--- config.mk ---
export PLATFORM = sky130hd
export DESIGN_NAME = modular_power_top
export DESIGN_NICKNAME = d
export VERILOG_FILES = /design/src/mpow_pkg.sv /design/src/mpow_modmul.sv /design/src/modular_power_top.sv
export VERILOG_INCLUDE_DIRS = /design/src /design/src/src
export SDC_FILE = /design/constraint.sdc
export NUM_CORES = 2
export LEC_CHECK = 0
export ABC_AREA = 1
export BUFFER_PORTS_ARGS = -buffer_cell sky130_fd_sc_hd__buf_2
export CORE_AREA = 2 2 334 336
export DETAILED_ROUTE_END_ITERATION = 8
export DIE_AREA = 0 0 336 338
export GPL_TIMING_DRIVEN = 0
export PLACE_DENSITY_LB_ADDON = 0.25
export SLEW_MARGIN = 20
export SYNTH_ARGS = -nofsm -noshare
export SYNTH_HDL_FRONTEND = slang
export SYNTH_SLANG_ARGS = --single-unit
--- constraint.sdc ---
create_clock -name clk -period 10.2 [get_ports clk]
set_clock_uncertainty 0.1 [all_clocks]
set_input_delay 1.02 -clock clk [delete_from_list [all_inputs] [get_ports clk]]
set_output_delay 1.02 -clock clk [all_outputs]
set_load 0.01 [all_outputs]
--- src/assert_macros.svh ---
// Assertion macros shared by the modular power RTL.
// Expects clk and rst_n (active low) in the including module.
`ifndef ASSERT_MACROS_SVH
`define ASSERT_MACROS_SVH

// Same-cycle implication.
`define AST_IMPL(label, pre, post, msg) \
    label: assert property (@(posedge clk) disable iff (!rst_n) (pre) |-> (post)) \
        else $error(msg);

// Next-cycle implication.
`define AST_NEXT(label, pre, post, msg) \
    label: assert property (@(posedge clk) disable iff (!rst_n) (pre) |=> (post)) \
        else $error(msg);

`endif

--- src/mpow_pkg.sv ---
// Types and constants for the modular power block.
// No dependencies.
package mpow_pkg;

    localparam int unsigned OP_W = 30;
    localparam int unsigned EXP_W = 32;

    localparam logic [OP_W-1:0] MODULUS = 30'd1000000007;
    // floor(2^60 / MODULUS), Barrett reciprocal
    localparam logic [30:0] BARRETT_MU = 31'd1152921496;

    typedef enum logic [2:0] {
        MM_IDLE,
        MM_MUL,
        MM_EST,
        MM_QM,
        MM_SUB,
        MM_FIX
    } mm_state_t;

    typedef enum logic [1:0] {
        T_IDLE,
        T_CHECK,
        T_MULW,
        T_SQRW
    } top_state_t;

    typedef struct packed {
        logic            start;
        logic [OP_W-1:0] a;
        logic [OP_W-1:0] b;
    } mm_req_t;

    typedef struct packed {
        logic            done;
        logic [OP_W-1:0] result;
    } mm_rsp_t;

endpackage

--- src/mpow_modmul.sv ---
// Multicycle modular multiplier (Barrett reduction) on one shared 31x31 multiplier.
// Depends on mpow_pkg and assert_macros.svh.
`include "assert_macros.svh"

module mpow_modmul
    import mpow_pkg::*;
(
    input  logic    clk,
    input  logic    rst_n,
    input  mm_req_t req,
    output mm_rsp_t rsp
);

    mm_state_t       state_reg, state_next;
    logic [OP_W-1:0] opa_reg, opa_next;
    logic [OP_W-1:0] opb_reg, opb_next;
    logic [59:0]     p_reg, p_next;
    logic [61:0]     q_reg, q_next;
    logic [31:0]     r_reg, r_next;

    logic [30:0]     mul_x, mul_y;
    logic [61:0]     mul_out;
    logic            ready;

    assign mul_out = mul_x * mul_y;

    always_ff @(posedge clk or negedge rst_n)
    begin
        if (!rst_n)
        begin
            state_reg <= MM_IDLE;
        end
        else
        begin
            state_reg <= state_next;
        end
    end

    always_ff @(posedge clk)
    begin
        opa_reg <= opa_next;
        opb_reg <= opb_next;
        p_reg   <= p_next;
        q_reg   <= q_next;
        r_reg   <= r_next;
    end

    always_comb
    begin
        state_next = state_reg;
        opa_next   = opa_reg;
        opb_next   = opb_reg;
        p_next     = p_reg;
        q_next     = q_reg;
        r_next     = r_reg;
        mul_x      = '0;
        mul_y      = '0;
        rsp.done   = 1'b0;
        rsp.result = r_reg[OP_W-1:0];
        ready      = 1'b0;

        case (state_reg)
            MM_IDLE:
            begin
                ready = 1'b1;
            end
            MM_MUL:
            begin
                mul_x      = {1'b0, opa_reg};
                mul_y      = {1'b0, opb_reg};
                p_next     = mul_out[59:0];
                state_next = MM_EST;
            end
            MM_EST:
            begin
                mul_x      = p_reg[59:29];
                mul_y      = BARRETT_MU;
                q_next     = mul_out;
                state_next = MM_QM;
            end
            MM_QM:
            begin
                mul_x      = q_reg[61:31];
                mul_y      = {1'b0, MODULUS};
                q_next     = mul_out;
                state_next = MM_SUB;
            end
            MM_SUB:
            begin
                r_next     = p_reg[31:0] - q_reg[31:0];
                state_next = MM_FIX;
            end
            MM_FIX:
            begin
                if (r_reg >= {2'b00, MODULUS})
                begin
                    r_next = r_reg - {2'b00, MODULUS};
                end
                else
                begin
                    rsp.done   = 1'b1;
                    ready      = 1'b1;
                    state_next = MM_IDLE;
                end
            end
            default:
            begin
                state_next = MM_IDLE;
            end
        endcase

        if (ready && req.start)
        begin
            opa_next   = req.a;
            opb_next   = req.b;
            state_next = MM_MUL;
        end
    end

    `AST_IMPL(mm_result_reduced, rsp.done, rsp.result < MODULUS,
        "modmul result not reduced")
    `AST_IMPL(mm_start_when_ready, req.start, state_reg == MM_IDLE || rsp.done,
        "modmul started while busy")
    `AST_NEXT(mm_sub_then_fix, state_reg == MM_SUB, state_reg == MM_FIX,
        "modmul skipped correction")

endmodule

--- src/modular_power_top.sv ---
// Modular exponentiation base^exponent mod 1000000007, right-to-left square-and-multiply.
// Depends on mpow_pkg, mpow_modmul and assert_macros.svh.
//
// One item is in flight at a time; in_stall stays high from the transfer until
// the result is loaded into the output register, and a new item may be taken
// while that result still waits. Each modular product runs on the shared 31x31
// multiplier in turn: product, Barrett estimate, quotient times modulus,
// subtract, up to two corrections. For an exponent whose top set bit is bit n,
// with c bits set, an item takes n squarings and c multiplies.
`include "assert_macros.svh"

module modular_power_top
    import mpow_pkg::*;
(
    input  logic                clk,
    input  logic                rst_n,
    input  logic                in_valid,
    output logic                in_stall,
    input  logic [OP_W-1:0]     base,
    input  logic [EXP_W-1:0]    exponent,
    output logic                out_valid,
    input  logic                out_stall,
    output logic [OP_W-1:0]     power
);

    top_state_t       state_reg, state_next;
    logic [OP_W-1:0]  acc_reg, acc_next;
    logic [OP_W-1:0]  sq_reg, sq_next;
    logic [EXP_W-1:0] e_reg, e_next;
    logic [OP_W-1:0]  power_reg, power_next;
    logic             out_valid_reg, out_valid_next;

    mm_req_t mm_req;
    mm_rsp_t mm_rsp;

    mpow_modmul u_modmul (
        .clk   (clk),
        .rst_n (rst_n),
        .req   (mm_req),
        .rsp   (mm_rsp)
    );

    assign in_stall  = (state_reg != T_IDLE);
    assign out_valid = out_valid_reg;
    assign power     = power_reg;

    always_ff @(posedge clk or negedge rst_n)
    begin
        if (!rst_n)
        begin
            state_reg     <= T_IDLE;
            out_valid_reg <= 1'b0;
        end
        else
        begin
            state_reg     <= state_next;
            out_valid_reg <= out_valid_next;
        end
    end

    always_ff @(posedge clk)
    begin
        acc_reg   <= acc_next;
        sq_reg    <= sq_next;
        e_reg     <= e_next;
        power_reg <= power_next;
    end

    always_comb
    begin
        state_next     = state_reg;
        acc_next       = acc_reg;
        sq_next        = sq_reg;
        e_next         = e_reg;
        power_next     = power_reg;
        out_valid_next = out_valid_reg;
        mm_req.start   = 1'b0;
        mm_req.a       = sq_reg;
        mm_req.b       = sq_reg;

        if (out_valid_reg && !out_stall)
        begin
            out_valid_next = 1'b0;
        end

        case (state_reg)
            T_IDLE:
            begin
                if (in_valid)
                begin
                    sq_next    = (base >= MODULUS) ? base - MODULUS : base;
                    e_next     = exponent;
                    acc_next   = OP_W'(1);
                    state_next = T_CHECK;
                end
            end
            T_CHECK:
            begin
                if (e_reg == '0)
                begin
                    // wait for the output register to free up
                    if (!out_valid_reg || !out_stall)
                    begin
                        power_next     = acc_reg;
                        out_valid_next = 1'b1;
                        state_next     = T_IDLE;
                    end
                end
                else if (e_reg[0])
                begin
                    mm_req.start = 1'b1;
                    mm_req.a     = acc_reg;
                    state_next   = T_MULW;
                end
                else
                begin
                    mm_req.start = 1'b1;
                    state_next   = T_SQRW;
                end
            end
            T_MULW:
            begin
                if (mm_rsp.done)
                begin
                    acc_next = mm_rsp.result;
                    if (e_reg[EXP_W-1:1] == '0)
                    begin
                        // last set bit: the final squaring is not needed
                        e_next     = '0;
                        state_next = T_CHECK;
                    end
                    else
                    begin
                        mm_req.start = 1'b1;
                        state_next   = T_SQRW;
                    end
                end
            end
            T_SQRW:
            begin
                if (mm_rsp.done)
                begin
                    sq_next    = mm_rsp.result;
                    e_next     = e_reg >> 1;
                    state_next = T_CHECK;
                end
            end
            default:
            begin
                state_next = T_IDLE;
            end
        endcase
    end

    `AST_IMPL(top_power_reduced, out_valid, power < MODULUS,
        "power not reduced")
    `AST_NEXT(top_exp_shift, state_reg == T_SQRW && mm_rsp.done,
        e_reg == ($past(e_reg) >> 1), "exponent not shifted after square")
    `AST_IMPL(top_square_reduced, state_reg != T_IDLE, sq_reg < MODULUS,
        "running square not reduced")

endmodule
# --- Yosys cells after proc, flatten, opt, wreduce, memory -nomap -nowiden ---
# Index checks and enable logic that the tools add are counted.
op_classes:
  n_reduce_logical: 22
  div: 0
  shifts: 0
  muxes: 39
  add_sub_neg: 3
  order_cmp: 2
  n_eq_ne: 16
  n_bitwise: 0
  multipliers: 1
op_table:
  columns: ["cell", "count"]
  rows:
  - ["$pmux W31 S3", 2]
  - ["$mux W30", 6]
  - ["$mux W32", 5]
  - ["$pmux W30 S2", 2]
  - ["$pmux W32 S3", 1]
  - ["$pmux W32 S2", 1]
  - ["$mul A31 B31 Y62", 1]
  - ["$ge A32 B30 Y1 const B", 1]
  - ["$logic_not A32 Y1", 1]
  - ["$sub A32 B30 Y32 const B", 1]
  - ["$sub A32 B32 Y32", 1]
  - ["$logic_not A31 Y1", 1]
  - ["$mux W31", 1]
  - ["$ge A30 B30 Y1 const B", 1]
  - ["$sub A30 B30 Y30 const B", 1]
  - ["$pmux W3 S6", 1]
  - ["$mux W2", 6]
  - ["$mux W1", 9]
  - ["$reduce_and A3 Y1", 3]
  - ["$ne A2 B2 Y1 const B", 4]
  - ["$pmux W2 S4", 1]
  - ["$reduce_bool A2 Y1", 4]
  - ["$eq A3 B2 Y1 const B", 2]
  - ["$eq A3 B3 Y1 const B", 2]
  - ["17 further kinds", 25]
word_totals:
  mem_bits_ro: 0
  inputBits: 66
  regBits: 342
  wordCells: 95
  ramBits: 0
  latch_bits: 0
  output_inout_bits: 32
  memories: 0

# --- Depth between registers and ports, before layout ---
logic_depth:
  depth_word: 8
  depth_mapped: 36
  depth_no_buf: 34

# --- By module ---
# A second synthesis with hierarchy kept.
hier_totals:
  hier_cells: 6715
  hier_area_um2: 52529.1
by_module_without_submodules:
  columns: ["mod", "n_inst", "seq_area_each_um2", "cells_each", "area_per_inst_um2"]
  rows:
  - ["mpow_modmul", 1, 6501.2, 5910, 45576.2]
  - ["modular_power_top", 1, 3738.6, 805, 6952.9]

# --- Worst setup path before layout ---
# OpenSTA, ideal clock, no wires.
synth_timing:
  path_type: "reg-to-reg"
  from: "reg u_modmul.state_reg[1]"
  to: "reg u_modmul.p_reg[36], data pin"
  setup_time_ps: 260
  path_buffers: 3
  arrival_ps: 8548
  period_less_slack_ps: 8909
  setup_slack_ps: 1291
  required_ps: 9840
  stages_incl_launch_ff: 32
  cell_sequence: "dfrtp_1 inv_2 nor2_2 inv_2 nor2_2 inv_2 buf_2 buf_2 nand2_1 buf_2 nand2_1 fa_1 fa_1 fa_1 fa_1 inv_1 fa_1 fa_1 fa_1 inv_1 fa_1 inv_1 ha_1 nand2_1 nor2_1 inv_1 nor3_1 nand2_1 a21oi_1 nor2_1 nand2_1 nand2_1"
synth_via:
  elab_chain_cells: 3
  word_cells_on_any_way: 6
  classes_between: "mul (1); eq/ne (3); mux (2)"
synth_lines:
  columns: ["element", "line_no", "rtl"]
  rows:
  - ["start: declaration", "mpow_modmul.sv:14", "mm_state_t state_reg, state_next;"]
  - ["start signal: assignment", "mpow_modmul.sv:35", "state_reg <= state_next;"]
  - ["$eq A3 B2 Y1 / $eq A3 B1 Y1 (equally long branches)", "mpow_modmul.sv:62", "case (state_reg)"]
  - ["$pmux W31 S3", "mpow_modmul.sv:62", null]
  - ["$mul A31 B31 Y62 (*)", "mpow_modmul.sv:25", "assign mul_out = mul_x * mul_y;"]
  - ["net u_modmul.mul_out[36]", "mpow_modmul.sv:22", "logic [61:0] mul_out;"]
  - ["end signal: assignment", "mpow_modmul.sv:43", "p_reg <= p_next;"]
  - ["end: declaration", "mpow_modmul.sv:17", "logic [59:0] p_reg, p_next;"]
# Mark *: on every way through the listed nets, which the timed path passes. The rest lies on a longest branch.
# A chain may end at the register's enable or synchronous reset.

# --- Final worst setup path ---
layout_timing:
  from: "reg u_modmul.state_reg[1]"
  to: "reg u_modmul.p_reg[52], data pin"
# The elaborated chain is that of the path after synthesis.

==> flow_metrics.env <==
export IMPL_status="finished, final reports clean"
export IMPL_crit_arrival_ns=10.12
export IMPL_fin_crit_sh=0.9723
export IMPL_hpwlAfterDp_um=158400
export IMPL_finalCriticalPeriod_ns=9.918
export IMPL_clk_path_buf_depth=3
export IMPL_ys_seq_elements=342
export IMPL_grt_pass1_wl_um=278600
export IMPL_synth_compound_area_frac=0.04046
export IMPL_yosys_top_cells_count="1774 x nand2_1, 1671 x inv_1, 838 x fa_1"
export IMPL_num_nets_final=7583
export IMPL_grt_pass1_vias=42490
export IMPL_worstSetupPathType="flop to flop"
export IMPL_numCtsBuffers=37
export IMPL_syn_area_per_cell_um2=8.077
export IMPL_yosys_warnings=0
export IMPL_io_pins=98
export IMPL_drt_pass1_iterations=6
export IMPL_drtAntennaViolNets=0
export IMPL_die_y_um=338
export IMPL_synthSimpleGateAreaFrac=0.1892
export IMPL_worst_slack_ns=0.2823
export IMPL_hold_viol_final=0
export IMPL_ys_flop_type="edfxtp_1"
export IMPL_muxShareOfSynthArea=0.006706
export IMPL_synth_top_area_frac=0.3330
export IMPL_core_area_um2=110100
export IMPL_yosysMostFrequentCell="nand2_1"
export IMPL_path_common_cell="fa_1"
export IMPL_insertion_delay_ns=0.59
export IMPL_drive_gt1_frac=0.05814
export IMPL_post_cts_buffers=0
export IMPL_slew_violations=0
export IMPL_area_growth_pct=7.792
export IMPL_syn_inst=6237
export IMPL_wl_um=191300
export IMPL_synth_top_family_by_area="adder cells"
export IMPL_grt_max_degree=61
export IMPL_die_area_um2=113600
export IMPL_vias_per_cell=5.300
export IMPL_setup_viol=0
export IMPL_die_w_um=336
export IMPL_async_reset_ff_frac=0.01754
export IMPL_root_buffer="clkbuf_16"
export IMPL_hold_buffers=0
export IMPL_clock_sinks=342
export IMPL_gp_congestion=1.035
export IMPL_drc=0
export IMPL_routedWlPerCell_um=24.20
export IMPL_place_ws_ns=0.1924
export IMPL_h_tree_depth=2
export IMPL_drt_first_iter_violations=4064
export IMPL_hold_path_class="input port to asynchronous set/reset pin"
export IMPL_cp_start_kind="flop"
export IMPL_cts_tree="built"
export IMPL_fill_cells=10940
export IMPL_cp_required_ns=10.40
export IMPL_crit_path_max_incr_delay_ns=0.58
export IMPL_grt_use_total=0.3415
export IMPL_synth_fa_ha_area_frac=0.4056
export IMPL_num_vias=41910
export IMPL_tightest_slew_ns=1.259
export IMPL_grt_ovfl_total=0
export IMPL_grt_setup_unrepaired="false"
export IMPL_yosysUniqueCellTypes=38
export IMPL_cp_max_fo=10
export IMPL_syn_area_um2=50370
export IMPL_row_count=122
export IMPL_slew_headroom=0.1605
export IMPL_synth_top_cell_by_area="fa_1"
export IMPL_clkTransAtPathRegs_ns=0.08
export IMPL_numPortBuffers=97
export IMPL_crit_path_top_delay_cell="fa_1"
export IMPL_antenna_found_initial=3
export IMPL_maxCapViolCount=0
export IMPL_synth_xor_area_frac=0.008519
export IMPL_synth_area_top_cells="fa_1 33%, edfxtp_1 20%, nand2_1 13%"
export IMPL_ys_seq_area_frac=0.2033
export IMPL_synth_edf_count=336
export IMPL_largest_reg_flops=62
export IMPL_fmax_ghz=0.1008
export IMPL_initial_core_util=0.4577
export IMPL_end_kind="flop"
[routing by layer]
metal	wire length, um	vias to the layer above	part of all wire	global-route usage
met5	28	-	0.00015	0
met3	16020	471	0.084	0.05492
li1	-	18660	-	-
met1	75500	20800	0.39	0.4433
met2	87530	1974	0.46	0.5509
met4	12270	4	0.064	0.1836
[metrics by stage]
stage / instance area [um^2] / setup TNS (ns) / utilization / hold WS (ns) / cells
global route: 54290 / 0 / 0.4933 / 0.1737 / 7904
floorplan: 50390 / 0 / - / 0.3204 / 6241
detailed placement: 52980 / 0 / 0.4814 / 0.3294 / 7834
CTS: 54270 / 0 / 0.4931 / 0.1654 / 7902
finish: 54300 / 0 / 0.4934 / 0.1830 / 7907
global placement: 52740 / -172.52 / 0.4792 / 0.3249 / 7826
[final timing paths]
| kind | startpoint | to | slack (ns) | cells past startpoint |
|---|---|---|---|---|
| min in group clk | sq_reg[20] | u_modmul.opb_reg[20] | 0.34 | 0 |
| hold / removal | rst_n | u_modmul.state_reg[0] | 0.18 | 1 |
| hold reg to reg | sq_reg[20] | u_modmul.opb_reg[20] | 0.34 | 0 |
| setup / recovery | u_modmul.state_reg[1] | u_modmul.p_reg[52] | 0.28 | 33 |
| setup reg to reg | u_modmul.state_reg[1] | u_modmul.p_reg[52] | 0.28 | 33 |
| max in group asynchronous | rst_n | out_valid | 9.63 | 1 |
[worst max-delay path: cells and delay by family (launching register included)]
family,cells,cell delay [ns]
fa+ha+maj,9,4.55
simple gates,12,2.59
buf+inv,11,1.62
flops,1,0.46
compound gates,1,0.29
[logic make-up (layout without fill, tap and decap cells)]
group / Yosys count / in the layout
xor gates and xnor gates: 49 / 49
muxes: 30 / 30
adders and majority gates: 1130 / 1130
AOI/OAI and AO/OA: 374 / 374
other: 2 / 9
DFF: 342 / 342
and+or+nand+nor: 2401 / 2402
buffers and inverters: 1909 / 2083
[layout by cell type, fill, tap and decap left out, types with 4 or more instances in the layout]
cell type  count
nand2_1     1773
nand3b_1       8
a221o_1       17
a21oi_1      160
nand3_1      243
clkbuf_1      80
bufinv_16      6
mux2_2        30
nor2_1       281
clkbuf_16     37
xor2_1        39
conb_1         6
buf_1          6
buf_16         4
fa_1         838
nand4_1       35
nor3_1        38
xnor2_1       10
ha_1         292
inv_1       1670
o21ai_0      160
buf_2        240
inv_6          5
a21boi_0       5
edfxtp_1     336
o21bai_1      10
inv_2          8
clkinv_2       4
buf_12         4
buf_4          4
nor2_2         9
o21a_1         9
dfrtp_1        6
nor4_1         5
[cell type report]
| cell class | count | area, um^2 | share of cell area |
|---|---|---|---|
| diodes | 3 | 7.507 | 0.0001383 |
| clock buffers | 44 | 962.2 | 0.01772 |
| multi-input cells | 3991 | 32840 | 0.6048 |
| flip-flops and latches | 342 | 10240 | 0.1886 |
| plain buffers | 230 | 1067 | 0.01966 |
| clock inverters | 24 | 327.8 | 0.006037 |
| repair buffers | 106 | 686.9 | 0.01265 |
| well taps | 1488 | 1862 | 0.03429 |
| inverters | 1679 | 6305 | 0.1161 |
[timing repair]
action | CTS | global route
endpoints found under the hold margin | 0 | 0
setup endpoints to repair | 0 | 4
resized for setup | 0 | 1
Power is not shown: default switching activity piles up to over one toggle a cycle in this logic, so the estimate is an artifact.
